===== src/hdl/snappy_stream_decompressor_top_assert.svh =====
// Assertion macros for the decompressor RTL.
`ifndef SNAPPY_STREAM_DECOMPRESSOR_TOP_ASSERT_SVH
`define SNAPPY_STREAM_DECOMPRESSOR_TOP_ASSERT_SVH

// Condition a must bring condition c in the same cycle.
`define SNPD_ASSERT_SAME(lbl, a, c) \
    lbl: assert property (@(posedge i_clk) disable iff (!i_rst_n) (a) |-> (c)) \
        else $error("snpd assertion failed");

// Condition a must bring condition c in the next cycle.
`define SNPD_ASSERT_NEXT(lbl, a, c) \
    lbl: assert property (@(posedge i_clk) disable iff (!i_rst_n) (a) |=> (c)) \
        else $error("snpd assertion failed");

`endif


===== src/hdl/snpd_ram.sv =====
`timescale 1ns / 1ps

module snpd_ram #(
    parameter int unsigned WIDTH = 8,
    parameter int unsigned DEPTH = 256
) (
    input  logic                     i_clk,
    input  logic                     i_wr_en,
    input  logic [$clog2(DEPTH)-1:0] i_wr_addr,
    input  logic [WIDTH-1:0]         i_wr_data,
    input  logic [$clog2(DEPTH)-1:0] i_rd_addr,
    output logic [WIDTH-1:0]         o_rd_data
);

    logic [WIDTH-1:0] r_mem [DEPTH];
    logic [WIDTH-1:0] r_rd_data;

    // One write port and one registered read port.
    always_ff @(posedge i_clk) begin
        if (i_wr_en) begin
            r_mem[i_wr_addr] <= i_wr_data;
        end
        r_rd_data <= r_mem[i_rd_addr];
    end

    assign o_rd_data = r_rd_data;

endmodule


===== config.mk =====
export PLATFORM = sky130hd
export DESIGN_NAME = snpd_ram
export DESIGN_NICKNAME = d
export VERILOG_FILES = /design/src/hdl/snappy_stream_decompressor_top_assert.svh /design/src/hdl/snpd_ram.sv
export SDC_FILE = /design/constraint.sdc
export NUM_CORES = 2
export LEC_CHECK = 0
export BUFFER_PORTS_ARGS = -buffer_cell sky130_fd_sc_hd__buf_2
export CORE_MARGIN = 3
export CORE_UTILIZATION = 46
export CTS_CLUSTER_DIAMETER = 150
export DETAILED_ROUTE_END_ITERATION = 12
export GPL_TIMING_DRIVEN = 0
export HOLD_SLACK_MARGIN = 0.06
export MAX_ROUTING_LAYER = met4
export SYNTH_ARGS = -nofsm -noshare
export SYNTH_HDL_FRONTEND = slang
export SYNTH_SLANG_ARGS = --single-unit

===== constraint.sdc =====
create_clock -name i_clk -period 2.4 [get_ports i_clk]
set_input_delay 0.36 -clock i_clk [delete_from_list [all_inputs] [get_ports i_clk]]
set_output_delay 0.36 -clock i_clk [all_outputs]
set_load 0.01 [all_outputs]

==> impl_metrics.toml <==
[yosys]
synthSimpleGateAreaFrac_pct = 2.63
synth_top_family_by_area = "multiplexers"
synthesis.nets = 3759
ys.flop_type = "edfxtp_1"
synthAdderAreaFrac_pct = 0
synth-seq-area-share_pct = 77.5
synthMuxAreaShare_pct = 14.6
synth_seq_cells = 2056
synth_area_mm2 = 0.0796
syn_inst = 3733
synth_edf_count = 2048
avgSynthCellArea_um2 = 21.3
yosysUniqueCellTypes = 55
synth_async_sr_flop_share_pct = 0
synth-xor-area-share_pct = 0
synth_compound_area_share_pct = 3.42
yosys_warnings = 0

[worst_setup_path]
cp.required_ps = 3090
cp-start-kind = "input port"
cp_data_arrival_time_ps = 3360
crit_fanout = 11
cp_cell_sequence = "buf_2, buf_6, and2_2, clkbuf_2, a22oi_1, a21oi_1, nor4_1, nor4_4"
cp_slowest_stage_delay_ps = 600
cp-end-kind = "flip-flop"
cp_slowest_cell = "a21oi_1"
worstSetupPathDepth = 8
critPathKind = "in2reg"
r2r_cells = 6
crit_family = "simple AND/OR/NAND/NOR gates"
worst-path-buf-inv = 3

[outcome]
status = "complete, but fails checks"
violations = "negative setup slack"

[sta]
finalHoldViolCount = 0
fin_skew_ps = 32.5
post-route-period-util_pct = 112
hold_ws_ps = 13.3
setup_ws_ps = -277
finalMaxSlewViolations = 0
slew_headroom_pct = 8.52
rsz0062_at_grt = "yes"
fmax_ghz = 0.373
tightest_slew_ps = 1370
finalSetupViolCount = 171
fin_crit_ps = 2680

[clock_network]
clkTransAtPathRegs_ps = 60
cts_buffer_depth = 3
numCtsBuffers = 200
cts_htree_levels = 4
clock_sinks = 2056
cts_root_buf = "clkbuf_16"
cts_tree = "done"
clk-insertion-delay-late_ps = 840

[floorplan]
initial_utilization_pct = 46.6
fp.dieArea_mm2 = 0.178
die_w_um = 422
rows = 151
die_h_um = 422
core_area_mm2 = 0.171
ios = 34

[cells_and_area]
regArea_mm2 = 0.0617
nNetsFinal = 4017
drive_above_1_share_pct = 29.9
most-common-layout-cells = "2048 x edfxtp_1, 454 x mux4_2, 203 x clkbuf_16"
synthToLayoutAreaGrowth_pct = 14.9
final_util_pct = 53.6
multi_input_area_mm2 = 0.0181
fill_cells = 13100
stdcell_count = 6458
layout_commonest_cell = "edfxtp_1"

[routing]
wl_per_cell_um = 37.6
drtIter0Drc = 6147
drcViolationCount = 0
dr.pass1.iters = 5
drt_wl_total_mm = 243
num_vias = 41200
viasPerCell = 6.38
drtAntennaViolNets = 0

[pwr]
p_leak_nw = 27.9
fin_total_pwr_mw = 74.0
ir_worst_vdd_mv = 0.797
power.density_mw_per_mm2 = 810

[placement]
post-dp-hpwl_mm = 160
place.gp.congestion = 0.939
place_inst = 6063
port_buffers = 26

[grt]
antenna_found_initial = 9
grt_pass1_wl_mm = 331
grt_max_degree = 141
first_global_vias = 39900
grt-ovfl-total = 0
grt_use_total_pct = 27.9

[job]
cap_violations = 0

[worst_hold_path]
whs_path_depth = 1
hold_class = "in2reg"
cell usage after synthesis (all sizes together), types with 22 or more instances:
| cell type | n | area share, % |
|---|---|---|
| edfxtp | 2048 | 77 |
| o22ai | 28 | 0.22 |
| a22oi | 133 | 1.3 |
| nor4 | 27 | 0.24 |
| mux4 | 456 | 13 |
| clkbuf | 111 | 0.52 |
| a21oi | 96 | 0.60 |
| nor2 | 282 | 1.3 |
| o221ai | 47 | 0.53 |
| mux2i | 134 | 1.7 |
| buf | 122 | 1.3 |
| nand2 | 33 | 0.16 |
| nor3 | 22 | 0.14 |
| nor2b | 31 | 0.24 |
| nand3 | 34 | 0.21 |
sequential cells by signal, indices dropped and copies added (netlist names):
register   count
r_mem       2048
o_rd_data      8
final timing paths:
kind           startpoint  slack (ps)       endpoint
max reg2reg  r_mem[83][5]        -230   o_rd_data[5]
min reg2reg  r_mem[32][5]        1200   o_rd_data[5]
min          i_wr_data[7]          10  r_mem[124][7]
max          i_rd_addr[2]        -280   o_rd_data[5]
metal layers:
metal / track usage (%) / share of wire (%) / up-vias
met2: 40.3 / 45 / 2475
li1: - / - / 16200
met3: 6.92 / 11 / 460
met4: 11.0 / 4.5 / 0
met5: - / 0 / -
met1: 38.5 / 39 / 22000
power by group:
part / switching [mW] / total, mW / leakage [nW] / internal, mW
clock network: 13.6 / 29.7 / 2.97 / 16.2
registers: 0.0236 / 39.6 / 18.5 / 39.6
logic: 3.16 / 4.65 / 6.42 / 1.49
kinds of logic (layout without fill, tap and decap cells):
group,Yosys count,after routing
AND/OR/NAND/NOR,466,466
buffers and inverters,235,659
flip-flops,2056,2056
other,0,6
AO/OA/AOI/OAI,385,385
multiplexers,591,591
stage by stage:
step | setup TNS, ps | cell area [um2] | setup WS (ps)
after floorplan | 0 | 79600 | 102
after global placement | -6606890 | 82600 | -3300
after detailed placement | -1709050 | 82900 | -2950
after CTS | -21480 | 90700 | -177
after global routing | -2020 | 91400 | -251
final | -6840 | 91400 | -277
cell type report:
cell class | instances | area share (%)
Antenna cell | 6 | 0.0164
Buffer | 230 | 2.17
Clock buffer | 262 | 5.83
Clock inverter | 106 | 0.812
Inverter | 2 | 0.0123
Multi-Input combinational cell | 1442 | 19.8
Sequential cell | 2056 | 67.5
Tap cell | 2295 | 3.14
Timing Repair Buffer | 59 | 0.739
what timing repair did:
item,CTS,global route
pin swaps,17,16
hold buffers,4,1
endpoints found under the setup margin,1280,898
gates resized for setup,473,166
hold endpoints to repair,82,4
setup buffers,3,16
Power figures use the tool's default switching activity.
